`config.mk`:
```
export PLATFORM = sky130hd
export DESIGN_NAME = rover_drive_mode_controller
export DESIGN_NICKNAME = d
export VERILOG_FILES = /design/src/rdmc_pkg.sv /design/src/rdmc_cfg_regs.sv /design/src/rdmc_state.sv /design/src/rover_drive_mode_controller.sv
export SDC_FILE = /design/constraint.sdc
export NUM_CORES = 1
export LEC_CHECK = 0
export ABC_AREA = 0
export BUFFER_PORTS_ARGS = -buffer_cell sky130_fd_sc_hd__buf_2
export CORE_ASPECT_RATIO = 1.25
export CORE_MARGIN = 4
export CORE_UTILIZATION = 30
export DETAILED_ROUTE_END_ITERATION = 8
export PLACE_DENSITY = 0.56
export RECOVER_POWER = 100
export SYNTH_ARGS = -nofsm -noshare
export SYNTH_HDL_FRONTEND = slang
export SYNTH_SLANG_ARGS = --single-unit
```
`constraint.sdc`:
```
create_clock -name clk -period 3.2 [get_ports clk]
set_input_delay 0.16 -clock clk [delete_from_list [all_inputs] [get_ports clk]]
set_output_delay 0.16 -clock clk [all_outputs]
set_load 0.01 [all_outputs]
```
`src/rdmc_pkg.sv`:
```
// Rover drive mode controller package: event codes, byte and pattern constants,
// configuration register indexes and the structs shared between the modules.
// No dependencies.
`default_nettype none

package rdmc_pkg;

  // Event kinds carried in the command field
  typedef enum logic [1:0] {
    CMD_RX_BYTE = 2'd0,
    CMD_TICK    = 2'd1,
    CMD_ECHO    = 2'd2,
    CMD_NONE    = 2'd3
  } cmd_t;

  // Configuration register indexes
  typedef enum logic [1:0] {
    CFG_NEAR_THRESHOLD = 2'd0,
    CFG_DISTANCE_MAX   = 2'd1,
    CFG_STOP_TICKS     = 2'd2,
    CFG_TURN_TICKS     = 2'd3
  } cfg_index_t;

  // Avoidance sequence phases
  typedef enum logic [1:0] {
    PH_IDLE = 2'd0,
    PH_STOP = 2'd1,
    PH_TURN = 2'd2,
    PH_RSVD = 2'd3
  } phase_t;

  localparam int CfgDataW = 16;

  // Received command bytes
  localparam logic [7:0] BYTE_TOGGLE = 8'h43;
  localparam logic [7:0] BYTE_STOP   = 8'h51;
  localparam logic [7:0] BYTE_BACK   = 8'h53;
  localparam logic [7:0] BYTE_RIGHT  = 8'h44;
  localparam logic [7:0] BYTE_LEFT   = 8'h41;
  localparam logic [7:0] BYTE_FWD    = 8'h57;

  // Motor patterns
  localparam logic [3:0] MOT_STOP  = 4'h0;
  localparam logic [3:0] MOT_FWD   = 4'hA;
  localparam logic [3:0] MOT_BACK  = 4'h5;
  localparam logic [3:0] MOT_RIGHT = 4'h9;
  localparam logic [3:0] MOT_LEFT  = 4'h6;

  // Indicator patterns
  localparam logic [7:0] IND_IDLE  = 8'hFF;
  localparam logic [7:0] IND_FWD   = 8'h06;
  localparam logic [7:0] IND_BACK  = 8'h09;
  localparam logic [7:0] IND_RIGHT = 8'h0C;
  localparam logic [7:0] IND_LEFT  = 8'h03;

  // Configuration reset values
  localparam logic [7:0]  RST_NEAR_THRESHOLD = 8'd10;
  localparam logic [7:0]  RST_DISTANCE_MAX   = 8'd250;
  localparam logic [15:0] RST_STOP_TICKS     = 16'd1667;
  localparam logic [15:0] RST_TURN_TICKS     = 16'd8333;

  typedef struct packed {
    logic [7:0]  near_threshold;
    logic [7:0]  distance_max;
    logic [15:0] stop_ticks;
    logic [15:0] turn_ticks;
  } cfg_t;

  typedef struct packed {
    logic [3:0] motor_drive;
    logic [7:0] indicator;
    logic       auto_active;
    logic [7:0] distance_cm;
    logic       avoiding;
  } result_t;

endpackage

`default_nettype wire

```
`src/rdmc_cfg_regs.sv`:
```
// Configuration register bank of the rover drive mode controller.
// Depends on rdmc_pkg.
`default_nettype none

module rdmc_cfg_regs (
  input  wire logic                          clk,
  input  wire logic                          rst,
  input  wire logic                          cfg_wr_en,
  input  wire logic [1:0]                    cfg_index,
  input  wire logic [rdmc_pkg::CfgDataW-1:0] cfg_data,
  output rdmc_pkg::cfg_t                     cfg
);

  rdmc_pkg::cfg_index_t idx;
  assign idx = rdmc_pkg::cfg_index_t'(cfg_index);

  // Register writes, one per cycle
  always_ff @(posedge clk) begin
    if (rst) begin
      cfg.near_threshold <= rdmc_pkg::RST_NEAR_THRESHOLD;
      cfg.distance_max   <= rdmc_pkg::RST_DISTANCE_MAX;
      cfg.stop_ticks     <= rdmc_pkg::RST_STOP_TICKS;
      cfg.turn_ticks     <= rdmc_pkg::RST_TURN_TICKS;
    end else if (cfg_wr_en) begin
      unique case (idx)
        rdmc_pkg::CFG_NEAR_THRESHOLD: cfg.near_threshold <= cfg_data[7:0];
        rdmc_pkg::CFG_DISTANCE_MAX:   cfg.distance_max   <= cfg_data[7:0];
        rdmc_pkg::CFG_STOP_TICKS:     cfg.stop_ticks     <= cfg_data;
        rdmc_pkg::CFG_TURN_TICKS:     cfg.turn_ticks     <= cfg_data;
        default: ;
      endcase
    end
  end

endmodule

`default_nettype wire

```
`src/rdmc_state.sv`:
```
// Drive state registers and the single-cycle update for one event.
// Presents the result of the event being applied. Depends on rdmc_pkg.
`default_nettype none

module rdmc_state (
  input  wire logic        clk,
  input  wire logic        rst,
  input  wire logic        step,
  input  wire logic [1:0]  command,
  input  wire logic [7:0]  rx_byte,
  input  wire logic        echo_level,
  input  wire rdmc_pkg::cfg_t cfg,
  output rdmc_pkg::result_t result
);

  logic              auto_mode, auto_mode_next;
  logic [7:0]        held_byte, held_byte_next;
  logic [7:0]        echo_count, echo_count_next;
  logic [7:0]        latched_distance, latched_distance_next;
  logic              echo_previous, echo_previous_next;
  logic [3:0]        motor_state, motor_state_next;
  logic [7:0]        indicator_state, indicator_state_next;
  rdmc_pkg::phase_t  avoid_phase, avoid_phase_next;
  logic [15:0]       avoid_timer, avoid_timer_next;

  rdmc_pkg::cmd_t cmd;
  logic           was_idle;
  logic [8:0]     count_inc;

  assign cmd      = rdmc_pkg::cmd_t'(command);
  assign was_idle = (avoid_phase == rdmc_pkg::PH_IDLE);

  // Echo count candidate: restart at 1 on a rising edge, else count up
  assign count_inc = echo_previous ? ({1'b0, echo_count} + 9'd1) : 9'd1;

  // Next state for the event
  always_comb begin
    auto_mode_next        = auto_mode;
    held_byte_next        = held_byte;
    echo_count_next       = echo_count;
    latched_distance_next = latched_distance;
    echo_previous_next    = echo_previous;
    motor_state_next      = motor_state;
    indicator_state_next  = indicator_state;
    avoid_phase_next      = avoid_phase;
    avoid_timer_next      = avoid_timer;

    unique case (cmd)
      rdmc_pkg::CMD_RX_BYTE: begin
        held_byte_next = rx_byte;
        // mode toggle stops the motors and aborts avoidance
        if (rx_byte == rdmc_pkg::BYTE_TOGGLE) begin
          auto_mode_next   = ~auto_mode;
          motor_state_next = rdmc_pkg::MOT_STOP;
          avoid_phase_next = rdmc_pkg::PH_IDLE;
          avoid_timer_next = '0;
        end
      end

      rdmc_pkg::CMD_TICK: begin
        if (!auto_mode) begin
          unique case (held_byte)
            rdmc_pkg::BYTE_STOP: begin
              motor_state_next     = rdmc_pkg::MOT_STOP;
              indicator_state_next = rdmc_pkg::IND_IDLE;
            end
            rdmc_pkg::BYTE_BACK: begin
              motor_state_next     = rdmc_pkg::MOT_BACK;
              indicator_state_next = rdmc_pkg::IND_BACK;
            end
            rdmc_pkg::BYTE_RIGHT: begin
              motor_state_next     = rdmc_pkg::MOT_RIGHT;
              indicator_state_next = rdmc_pkg::IND_RIGHT;
            end
            rdmc_pkg::BYTE_LEFT: begin
              motor_state_next     = rdmc_pkg::MOT_LEFT;
              indicator_state_next = rdmc_pkg::IND_LEFT;
            end
            rdmc_pkg::BYTE_FWD: begin
              // forward refused when the obstacle is near
              if (latched_distance > cfg.near_threshold) begin
                motor_state_next     = rdmc_pkg::MOT_FWD;
                indicator_state_next = rdmc_pkg::IND_FWD;
              end else begin
                motor_state_next     = rdmc_pkg::MOT_STOP;
                indicator_state_next = rdmc_pkg::IND_IDLE;
              end
            end
            default: ;
          endcase
        end
      end

      rdmc_pkg::CMD_ECHO: begin
        // avoidance sequence timing
        if (!was_idle) begin
          if (avoid_timer != 16'd0) begin
            avoid_timer_next = avoid_timer - 16'd1;
          end else if (avoid_phase == rdmc_pkg::PH_STOP) begin
            avoid_phase_next = rdmc_pkg::PH_TURN;
            motor_state_next = rdmc_pkg::MOT_LEFT;
            avoid_timer_next = cfg.turn_ticks;
          end else begin
            avoid_phase_next = rdmc_pkg::PH_IDLE;
            motor_state_next = rdmc_pkg::MOT_STOP;
          end
        end

        // pulse width measurement and latch on the falling edge
        if (echo_level) begin
          if (count_inc > {1'b0, cfg.distance_max}) begin
            echo_count_next = cfg.distance_max;
          end else begin
            echo_count_next = count_inc[7:0];
          end
        end else if (echo_previous) begin
          latched_distance_next = echo_count;
          if (auto_mode && was_idle) begin
            if (echo_count > cfg.near_threshold) begin
              motor_state_next = rdmc_pkg::MOT_FWD;
            end else begin
              motor_state_next = rdmc_pkg::MOT_STOP;
              avoid_phase_next = rdmc_pkg::PH_STOP;
              avoid_timer_next = cfg.stop_ticks;
            end
          end
        end
        echo_previous_next = echo_level;
      end

      default: ;
    endcase
  end

  // State registers
  always_ff @(posedge clk) begin
    if (rst) begin
      auto_mode        <= 1'b0;
      held_byte        <= '0;
      echo_count       <= '0;
      latched_distance <= '0;
      echo_previous    <= 1'b0;
      motor_state      <= rdmc_pkg::MOT_STOP;
      indicator_state  <= rdmc_pkg::IND_IDLE;
      avoid_phase      <= rdmc_pkg::PH_IDLE;
      avoid_timer      <= '0;
    end else if (step) begin
      auto_mode        <= auto_mode_next;
      held_byte        <= held_byte_next;
      echo_count       <= echo_count_next;
      latched_distance <= latched_distance_next;
      echo_previous    <= echo_previous_next;
      motor_state      <= motor_state_next;
      indicator_state  <= indicator_state_next;
      avoid_phase      <= avoid_phase_next;
      avoid_timer      <= avoid_timer_next;
    end
  end

  // Result reflects the state after the event
  always_comb begin
    result.motor_drive = motor_state_next;
    result.indicator   = indicator_state_next;
    result.auto_active = auto_mode_next;
    result.distance_cm = latched_distance_next;
    result.avoiding    = (avoid_phase_next != rdmc_pkg::PH_IDLE);
  end

endmodule

`default_nettype wire

```
`src/rover_drive_mode_controller.sv`:
```
// Top level of the rover drive mode controller: request input register,
// result register and the state update. Depends on rdmc_pkg, rdmc_cfg_regs, rdmc_state.
//
//   channel  | direction | handshake            | payload
//   ---------+-----------+----------------------+------------------------------------------
//   in       | input     | in_valid / in_stall  | command, rx_byte, echo_level
//   out      | output    | out_valid / out_stall| motor_drive, indicator, auto_active,
//            |           |                      | distance_cm, avoiding
//   cfg      | input     | cfg_wr_en            | cfg_index, cfg_data
//
// One request per cycle sustained while out_stall is low; each taken request is held in the input
// register until the result register is free, then the state update writes its result there.
// Synchronous reset clears the state and configuration to their defaults; the block
// takes a request in the first cycle after reset.
// A stalled result holds while one more request waits in the input register; in_stall
// rises only when both are full.
`default_nettype none

module rover_drive_mode_controller (
  input  wire logic                          clk,
  input  wire logic                          rst,
  // request channel
  input  wire logic                          in_valid,
  output logic                               in_stall,
  input  wire logic [1:0]                    command,
  input  wire logic [7:0]                    rx_byte,
  input  wire logic                          echo_level,
  // result channel
  output logic                               out_valid,
  input  wire logic                          out_stall,
  output logic [3:0]                         motor_drive,
  output logic [7:0]                         indicator,
  output logic                               auto_active,
  output logic [7:0]                         distance_cm,
  output logic                               avoiding,
  // configuration
  input  wire logic                          cfg_wr_en,
  input  wire logic [1:0]                    cfg_index,
  input  wire logic [rdmc_pkg::CfgDataW-1:0] cfg_data
);

  rdmc_pkg::cfg_t    cfg;
  rdmc_pkg::result_t result;

  logic       req_valid;
  logic [1:0] req_command;
  logic [7:0] req_rx_byte;
  logic       req_echo_level;
  logic       advance;

  // A held request moves on when the result register is free or draining
  assign advance  = req_valid && (!out_valid || !out_stall);
  assign in_stall = req_valid && !advance;

  rdmc_cfg_regs u_cfg (
    .clk       (clk),
    .rst       (rst),
    .cfg_wr_en (cfg_wr_en),
    .cfg_index (cfg_index),
    .cfg_data  (cfg_data),
    .cfg       (cfg)
  );

  // Input register
  always_ff @(posedge clk) begin
    if (rst) begin
      req_valid <= 1'b0;
    end else if (!in_stall) begin
      req_valid <= in_valid;
    end
  end

  always_ff @(posedge clk) begin
    if (!in_stall) begin
      req_command    <= command;
      req_rx_byte    <= rx_byte;
      req_echo_level <= echo_level;
    end
  end

  rdmc_state u_state (
    .clk        (clk),
    .rst        (rst),
    .step       (advance),
    .command    (req_command),
    .rx_byte    (req_rx_byte),
    .echo_level (req_echo_level),
    .cfg        (cfg),
    .result     (result)
  );

  // Result register
  always_ff @(posedge clk) begin
    if (rst) begin
      out_valid <= 1'b0;
    end else if (!out_valid || !out_stall) begin
      out_valid <= advance;
    end
  end

  always_ff @(posedge clk) begin
    if (advance) begin
      motor_drive <= result.motor_drive;
      indicator   <= result.indicator;
      auto_active <= result.auto_active;
      distance_cm <= result.distance_cm;
      avoiding    <= result.avoiding;
    end
  end

endmodule

`default_nettype wire

```
### Yosys cells after proc, flatten, opt, wreduce, memory -nomap -nowiden

Index checks and enable logic that the tools add are counted.
W data, S select, Z words.

| storage, ports and cells | value |
|---|---|
| flip-flop bits (word level) | 139 |
| input bits | 34 |
| output and inout port bits | 24 |
| logic and storage cells | 104 |

| cells by class | value |
|---|---|
| add/sub/neg operators | 2 |
| magnitude comparators | 3 |
| eq/ne operators | 13 |
| multiplexer cells | 41 |
| bitwise gates (word level) | 1 |
| reductions and logical operators | 21 |

Operator list:

| kind | number |
|---|---|
| $mux W16 | 8 |
| $mux W8 | 7 |
| $eq A8 B7 Y1 const B | 6 |
| $pmux W8 S5 | 1 |
| $mux W4 | 9 |
| $pmux W16 S2 | 1 |
| $pmux W4 S5 | 1 |
| $gt A8 B8 Y1 | 2 |
| $mux W2 | 8 |
| $reduce_bool A16 Y1 | 1 |
| $sub A16 B1 Y16 const B | 1 |
| $pmux W4 S3 | 1 |
| $reduce_and A2 Y1 | 6 |
| $add A8 B1 Y9 const B | 1 |
| $gt A9 B8 Y1 | 1 |
| $mux W9 | 1 |
| $eq A2 B1 Y1 const B | 3 |
| $eq A2 B2 Y1 const B | 3 |
| $logic_not A2 Y1 | 3 |
| $reduce_and A3 Y1 | 2 |
| $pmux W2 S2 | 1 |
| $reduce_bool A2 Y1 | 2 |
| $logic_and A1 B1 Y1 | 3 |
| $logic_not A1 Y1 | 3 |
| other kinds (5) | 6 |

### Depth between registers and ports, before layout

Gate-level depths: netlist (run 1).

| depth | value |
|---|---|
| word-level depth | 10 |
| mapped depth | 11 |
| mapped depth without buffers | 11 |

### Modules after synthesis

A second synthesis (run 1) with hierarchy kept.

| second synthesis, totals | value |
|---|---|
| cell total of the unflattened synthesis | 808 |
| area total of the unflattened synthesis | 7355.8 um2 |

By module, submodules not included:

| module | times used | cells an instance | area each (um2) | seq. area each (um2) |
|---|---|---|---|---|
| rdmc_state | 1 | 576 | 4319.1 | 1121.1 |
| rdmc_cfg_regs | 1 | 190 | 1963.1 | 960.9 |
| rover_drive_mode_controller | 1 | 42 | 1073.5 | 1031.0 |

### Worst setup path before layout (run 1)

Ideal clock, no wire load.

| path | value |
|---|---|
| path kind | reg-to-reg |
| start | register u_state.echo_count[2] |
| end | register u_state.echo_count[1] |
| setup time | 0.086 ns |
| data arrival time | 2.550 ns |
| required time | 3.114 ns |
| setup slack | 0.565 ns |
| stages on the path, launching flop included | 11 |
| path buffers | 1 |
| period minus slack after synthesis | 2.635 ns |
| path through | dfxtp_1 clkbuf_1 nand3_1 or3_1 a21boi_0 ha_1 or2_2 o211ai_1 nand2_1 mux2i_1 a211oi_1 |

| on the way | value |
|---|---|
| cells in the longest elaborated chain, start to end | 4 |

RTL lines:

| element | RTL line | source |
|---|---|---|
| start: declaration | rdmc_state.sv:18 | `logic [7:0] echo_count, echo_count_next;` |
| start signal: assignment | rdmc_state.sv:150 | `echo_count <= echo_count_next;` |
| $add A8 B1 Y9 | rdmc_state.sv:34 | `assign count_inc = echo_previous ? ({1'b0, echo_count} + 9'd1) : 9'd1;` |
| $mux W9 | rdmc_state.sv:34 |  |
| $gt A9 B8 Y1 | rdmc_state.sv:111 | `if (count_inc > {1'b0, cfg.distance_max}) begin` |
| $mux W8 | rdmc_state.sv:111 |  |

No other way between the ends.
A chain may end at the register's enable or synchronous reset.

### Worst setup path in the final report (run 1)

| path | value |
|---|---|
| start | register u_state.avoid_timer[0] |
| end | register u_state.avoid_timer[7] |

| on the way | value |
|---|---|
| cells in the longest elaborated chain, start to end | 8 |
| elaborated cells between the ends (all ways) | 9 |
| those cells by class | 1 x add/sub; 7 x mux; 1 x reduce/logical |

RTL lines:

| element | RTL line | source |
|---|---|---|
| start: declaration | rdmc_state.sv:24 | `logic [15:0] avoid_timer, avoid_timer_next;` |
| start signal: assignment | rdmc_state.sv:156 | `avoid_timer <= avoid_timer_next;` |
| $sub A16 B1 Y16 / $reduce_bool A16 Y1 (equally long branches) | rdmc_state.sv:98, rdmc_state.sv:97 |  |
| $mux W16 * | rdmc_state.sv:97 | `if (avoid_timer != 16'd0) begin` |
| $mux W16 * | rdmc_state.sv:96 | `if (!was_idle) begin` |
| $mux W16 | rdmc_state.sv:119 | `if (echo_count > cfg.near_threshold) begin` |
| $mux W16 | rdmc_state.sv:118 | `if (auto_mode && was_idle) begin` |
| $mux W16 | rdmc_state.sv:116 | `end else if (echo_previous) begin` |
| $mux W16 * | rdmc_state.sv:110 | `if (echo_level) begin` |
| $pmux W16 S2 * | rdmc_state.sv:48 | `unique case (cmd)` |

Mark *: on every way between the ends. The rest lies on a longest branch, timed or not.

==> impl_metrics.toml, run 1 <==
[worst_hold_path]
min_from = "cfg_data[2]"
min_path_type = "input port to register"

[placement]
placedCellCount = 1209
hpwl_um = 14200
finalWeightedCongestion = 0.915
portBuffers = 57

[synthesis]
synth_fp_nets = 917
ys_ff_latch = 139
synth_area_um2 = 7210
async_flop_share_pct = 0
yosysSeqAreaShare_pct = 43.2
synth-edff-count = 33
ys.flop_type = "dfxtp_1"
yosysWarnings = 0
yosysUniqueCellTypes = 72
syn_inst = 857
syn_area_per_cell_um2 = 8.41

[global_route]
grt_pass1_wl_um = 32700
grt_antenna_before_repair = 0
overflow = 0
grt_pass1_vias = 6310
gr-usage-all-layers_pct = 15.1
grt_max_degree = 72

[timing]
fin_skew_ns = 0.0112
setup_viol = 0
min_period_ns = 2.92
relSlewSlack_pct = 1.23
max_freq_mhz = 343
slew_viol_final = 0
worst_pin_slew_ns = 1.48
rsz0062_at_grt = "false"
hold_violations = 0
finalCritPeriodShare_pct = 91.2
tns_ns = 0

[clock_network]
cts_buffers = 17
cts_buffer_depth = 2
cts_setup_buffers = 0
cts_tree = "done"
worstSkewPairLatency_ns = 0.42
clock-sinks = 139
path_clk_slew_ns = 0.06
cts_htree_levels = 4
cts_root_buf = "clkbuf_16"

[floorplanning]
die_w_um = 147
dieHeight_um = 181
io_pins = 58
coreArea_um2 = 23700
start_util_pct = 30.4
die-area_um2 = 26600
num_rows = 63

[drt]
drc = 0
first_pass_iters = 5
wl_per_cell_um = 15.6
routed-via-count = 6319
viasPerCell = 5.00
antenna_left = 0
drt_iter0_drc = 406
routed_wl_um = 19800

[worst_setup_path]
r2r_start = "u_state.avoid_timer[0]"
endpoint_kind = "register"
critPathRequiredTime_ns = 3.54
crit_start = "u_state.avoid_timer[0]"
worstPathArrival_ns = 3.26
path_max_fanout = 12
worstSetupPathType = "register to register"
cp-start-kind = "register"

[final_layout]
final_cell_mix = "156 x nand2_1, 106 x dfxtp_1, 77 x a21oi_1, 68 x nor2_1, 48 x o21ai_0"
syn2layout_area_growth_pct = 18.7
nets = 986
nFillCells = 2458
instances_no_fill = 1264
mostFrequentLayoutCell = "nand2_1"
antennaDiodeCount = 0
multiInputGateArea_um2 = 3750
seqCellArea_um2 = 3110
drive_above_1_share_pct = 9.37

[power_and_ir_drop]
p_leak_nw = 3.23
power_density_nw_per_um2 = 477
ir_drop_v = 0.000377

[outcome]
outcome = "completed"

[run]
maxCapViolations = 0
-- area by class of cell --
type	instances	area share, %
multi-input cells	639	43.8
flip-flops and latches	139	36.4
repair buffers	99	7.04
clock buffers	18	5.02
well taps	325	4.75
clock inverters	14	1.70
inverters	30	1.32
-- kinds of logic after synthesis --
family	Yosys count	share of synthesized area (%)
XOR/XNOR	6	0.729
multiplexers	17	2.52
adder cells (fa/ha/maj)	26	4.51
buffers and inverters	79	4.53
flip-flops	139	43.2
AND/OR/NAND/NOR	362	24.0
AO/OA/AOI/OAI	228	20.6
-- worst max-delay path: stages, from the launching register on --
cell	delay (ns)
dfxtp_1	0.37
inv_1	0.08
ha_1	0.20
nor3b_1	0.56
and4_1	0.34
clkbuf_1	0.54
a21oi_1	0.33
o21ai_0	0.16
a21oi_1	0.11
o21ai_0	0.14
-- routing by layer --
layer | vias to the layer above | part of all wire [%] | GRT usage (%)
met3 | 27 | 3.6 | 3.34
met4 | 0 | 2.1 | 5.46
met1 | 2936 | 44 | 17.8
li1 | 3232 | - | -
met5 | - | 0 | 0
met2 | 124 | 51 | 26.8
-- state kept, by name, indices dropped and copies added (netlist names), 8 cells and up --
| name | cells |
|---|---|
| u_cfg.cfg | 48 |
| u_state.held_byte | 8 |
| u_state.echo_count | 8 |
| req_rx_byte | 8 |
| distance_cm | 8 |
| u_state.latched_distance | 8 |
| u_state.avoid_timer | 16 |
| u_state.indicator_state | 8 |
| indicator | 8 |
-- report_power, final --
group	internal, mW	total [mW]	switching, mW
registers	1.85	1.88	0.0358
logic	0.109	0.279	0.170
clock network	1.15	1.91	0.767
-- metrics by stage --
stage                     instance area [µm²]  total power, mW  setup slack (ns)  utilization (%)  hold slack, ns
after floorplan                          7210             2.09             0.565                -           0.259
after global placement                   7830             2.19             0.310             33.0           0.338
after detailed placement                 7830             2.19             0.248             33.0           0.340
after CTS                                8630             4.14             0.215             36.4          0.0122
after global routing                     8550             4.25            0.0500             36.1          0.0312
final                                    8550             4.08             0.281             36.1          0.0293
-- synth_stat cells (4+ instances only) --
cell type | instances | share of area [%]
a311oi_1 | 4 | 0.49
o21ai_0 | 45 | 3.1
nor3_1 | 10 | 0.69
o211ai_1 | 5 | 0.52
a211oi_1 | 14 | 1.5
inv_1 | 29 | 1.5
a32oi_1 | 8 | 0.97
nand3b_1 | 12 | 1.2
o21a_1 | 6 | 0.62
dfxtp_1 | 106 | 29
clkbuf_1 | 41 | 2.1
and3_1 | 12 | 1.0
xnor2_1 | 5 | 0.61
a31oi_1 | 4 | 0.35
nor2b_1 | 7 | 0.61
nand3_1 | 35 | 2.4
mux2_2 | 9 | 1.4
ha_1 | 26 | 4.5
nand2_1 | 157 | 8.2
nand4_1 | 10 | 0.87
a21o_1 | 10 | 1.0
nor4_1 | 7 | 0.61
a21oi_1 | 77 | 5.3
edfxtp_1 | 33 | 14
a211o_1 | 13 | 1.6
a221oi_1 | 5 | 0.61
nand2b_1 | 8 | 0.69
mux2i_1 | 8 | 1.1
and2_1 | 10 | 0.87
or2_2 | 4 | 0.35
nor2_1 | 68 | 3.5
-- what timing repair did --
item,in CTS,in global routing
hold buffers,23,0
gates resized for setup,0,1
hold endpoints to repair,31,0
setup endpoints to repair,0,1
-- path summary, 6_finish.rpt --
| path | slack, ns | cells after the start | to |
|---|---|---|---|
| min | 0.03 | 3 | u_cfg.cfg[34] |
| max reg2reg | 0.28 | 9 | u_state.avoid_timer[7] |
| min reg2reg | 0.44 | 2 | u_state.indicator_state[6] |
| max | 0.28 | 9 | u_state.avoid_timer[7] |
Note: power is estimated with default switching activity, not from simulation.
==> run 2, diff against run 1 <==
Settings changed: CTS_BUF_LIST set to sky130_fd_sc_hd__clkbuf_16.
==> run 2 against run 1 <==
  * Critical endpoint unchanged
  * Cell count unchanged
  * Sequential share of layout area is the same
  * Critical path depth stayed put
  * Sequential power barely moved
  * Non-clock buffer count unchanged
  * Clock-buffer cell count is 1 lower
  * Utilization did not move
  * Total power hardly changed
  * Final area is the same
  * Sequential cell count unchanged
==> impl_metrics.toml, run 2 (same netlist as run 1, synthesis figures left out) <==
[clock_network]
cts_tree = "done"
worstSkewPairLatency_ns = 0.42
cts_htree_levels = 4
clock-sinks = 139
path_clk_slew_ns = 0.06
cts_buffer_depth = 2
cts_root_buf = "clkbuf_16"
cts_setup_buffers = 0
cts_buffers = 17

[floorplanning]
die-area_um2 = 26600
coreArea_um2 = 23700
dieHeight_um = 181
start_util_pct = 30.4
die_w_um = 147
num_rows = 63
io_pins = 58

[placement]
finalWeightedCongestion = 0.915
portBuffers = 57
placedCellCount = 1209
pre_cts_ws_ns = 0.248
hpwl_um = 14200

[timing]
rsz0062_at_grt = "false"
whs_ns = 0.0293
worst_pin_slew_ns = 1.48
fin_skew_ns = 0.0114
finalCritPeriodShare_pct = 91.2
relSlewSlack_pct = 1.23
slew_viol_final = 0
tns_ns = 0
hold_violations = 0
layout_setup_ws_ns = 0.281
max_freq_mhz = 343
setup_viol = 0
min_period_ns = 2.92

[global_route]
grt_max_degree = 72
grt_pass1_vias = 6310
gr-usage-met3_pct = 3.34
grt_pass1_wl_um = 32700
grt_antenna_before_repair = 0
grt_use_met1_pct = 17.8
overflow = 0
use_met2_pct = 26.8
grt.busiest_layer = "met2"
gr-usage-all-layers_pct = 15.1

[worst_setup_path]
cp-start-kind = "register"
worstPathArrival_ns = 3.26
reg2reg_slack_ns = 0.28
r2r_start = "u_state.avoid_timer[0]"
path_max_fanout = 12
crit_path_cell_trace = "inv_1, ha_1, nor3b_1, and4_1, clkbuf_1, a21oi_1, o21ai_0, a21oi_1, o21ai_0"
endpoint_kind = "register"
max_stage_delay_ns = 0.56
crit_path_top_delay_cell = "nor3b_1"
critPathRequiredTime_ns = 3.54
worstSetupPathType = "register to register"
cp_top_family = "simple AND/OR/NAND/NOR gates"
reg2reg_depth = 9
r2r_end = "u_state.avoid_timer[7]"
crit_buf_inv = 2
crit_cells = 9

[drt]
viasPerCell = 5.00
antenna_left = 0
routed_wl_um = 19800
wl_per_cell_um = 15.6
routed-via-count = 6321
first_pass_iters = 5
drt_iter0_drc = 406
drc = 0

[final_layout]
final_cell_mix = "156 x nand2_1, 106 x dfxtp_1, 77 x a21oi_1, 68 x nor2_1, 48 x o21ai_0"
instances_no_fill = 1264
mostFrequentLayoutCell = "nand2_1"
syn2layout_area_growth_pct = 18.7
regMostFlops = "u_cfg.cfg"
largest_reg_flops = 48
antennaDiodeCount = 0
reg.largest.list = "u_cfg.cfg: 48 flops, u_state.avoid_timer: 16 flops"
drive_above_1_share_pct = 9.37
nets = 986

[worst_hold_path]
min_path_cells = 3
min_from = "cfg_data[2]"
whs_endpoint = "u_cfg.cfg[34]"
min_path_type = "input port to register"

[power_and_ir_drop]
ir_drop_v = 0.000377
power_density_nw_per_um2 = 476
p_leak_nw = 3.23

[outcome]
outcome = "completed"

[run]
maxCapViolations = 0
[run 2: changes by cell type in the layout (fill, tap and decap cells not counted), sizes merged]
| cell | delta |
|---|---|
| clkbuf | -1 |
| inv | +1 |
[run 2: report_power, final]
part           total (mW)  leakage [nW]  internal, mW  switching [mW]
registers            1.88          1.17          1.85          0.0358
clock network        1.91         0.288          1.14           0.767
logic               0.279          1.78         0.109           0.170
[run 2: how the worst max path moves through the flow]
stage	start	endpoint	slack, ns
finish	u_state.avoid_timer[0]	u_state.avoid_timer[7]	0.28
global route	u_state.avoid_timer[0]	u_state.avoid_timer[7]	0.05
CTS	u_state.echo_count[3]	u_state.echo_count[2]	0.21
detailed placement	u_state.echo_count[3]	u_state.echo_count[2]	0.25
global placement	u_state.echo_count[3]	u_state.echo_count[5]	0.31
floorplan	u_state.echo_count[2]	u_state.echo_count[1]	0.56
[run 2: what timing repair did]
item / 4_1_cts / 5_1_grt
gates resized for setup: 0 / 1
hold endpoints to repair: 31 / 0
setup endpoints to repair: 0 / 1
hold buffers: 23 / 0
[run 2: per-stage QoR]
step                      instance area, µm²  power (mW)  utilization, %
final                                   8550        4.07            36.1
after global routing                    8550        4.25            36.1
after CTS                               8630        4.14            36.4
after detailed placement                7830        2.19            33.0
after global placement                  7830        2.19            33.0
after floorplan                         7210        2.09               -
[run 2: cell type report]
class                           instances  area, µm²
Timing Repair Buffer                   99        602
Multi-Input combinational cell        639       3750
Sequential cell                       139       3110
Clock buffer                           17        425
Fill cell                            2458      15200
Tap cell                              325        407
Clock inverter                         15        149
Inverter                               30        113
[run 2: tightest hold or removal path: stages]
cell and delay [ns]:
buf_2 0.13, nand2_1 0.06, a21oi_1 0.05
[run 2: metal layers]
metal	vias to the layer above	share of wire (%)
li1	3232	-
met1	2938	43
met2	124	51
met3	27	3.6
met4	0	2.1
met5	-	0
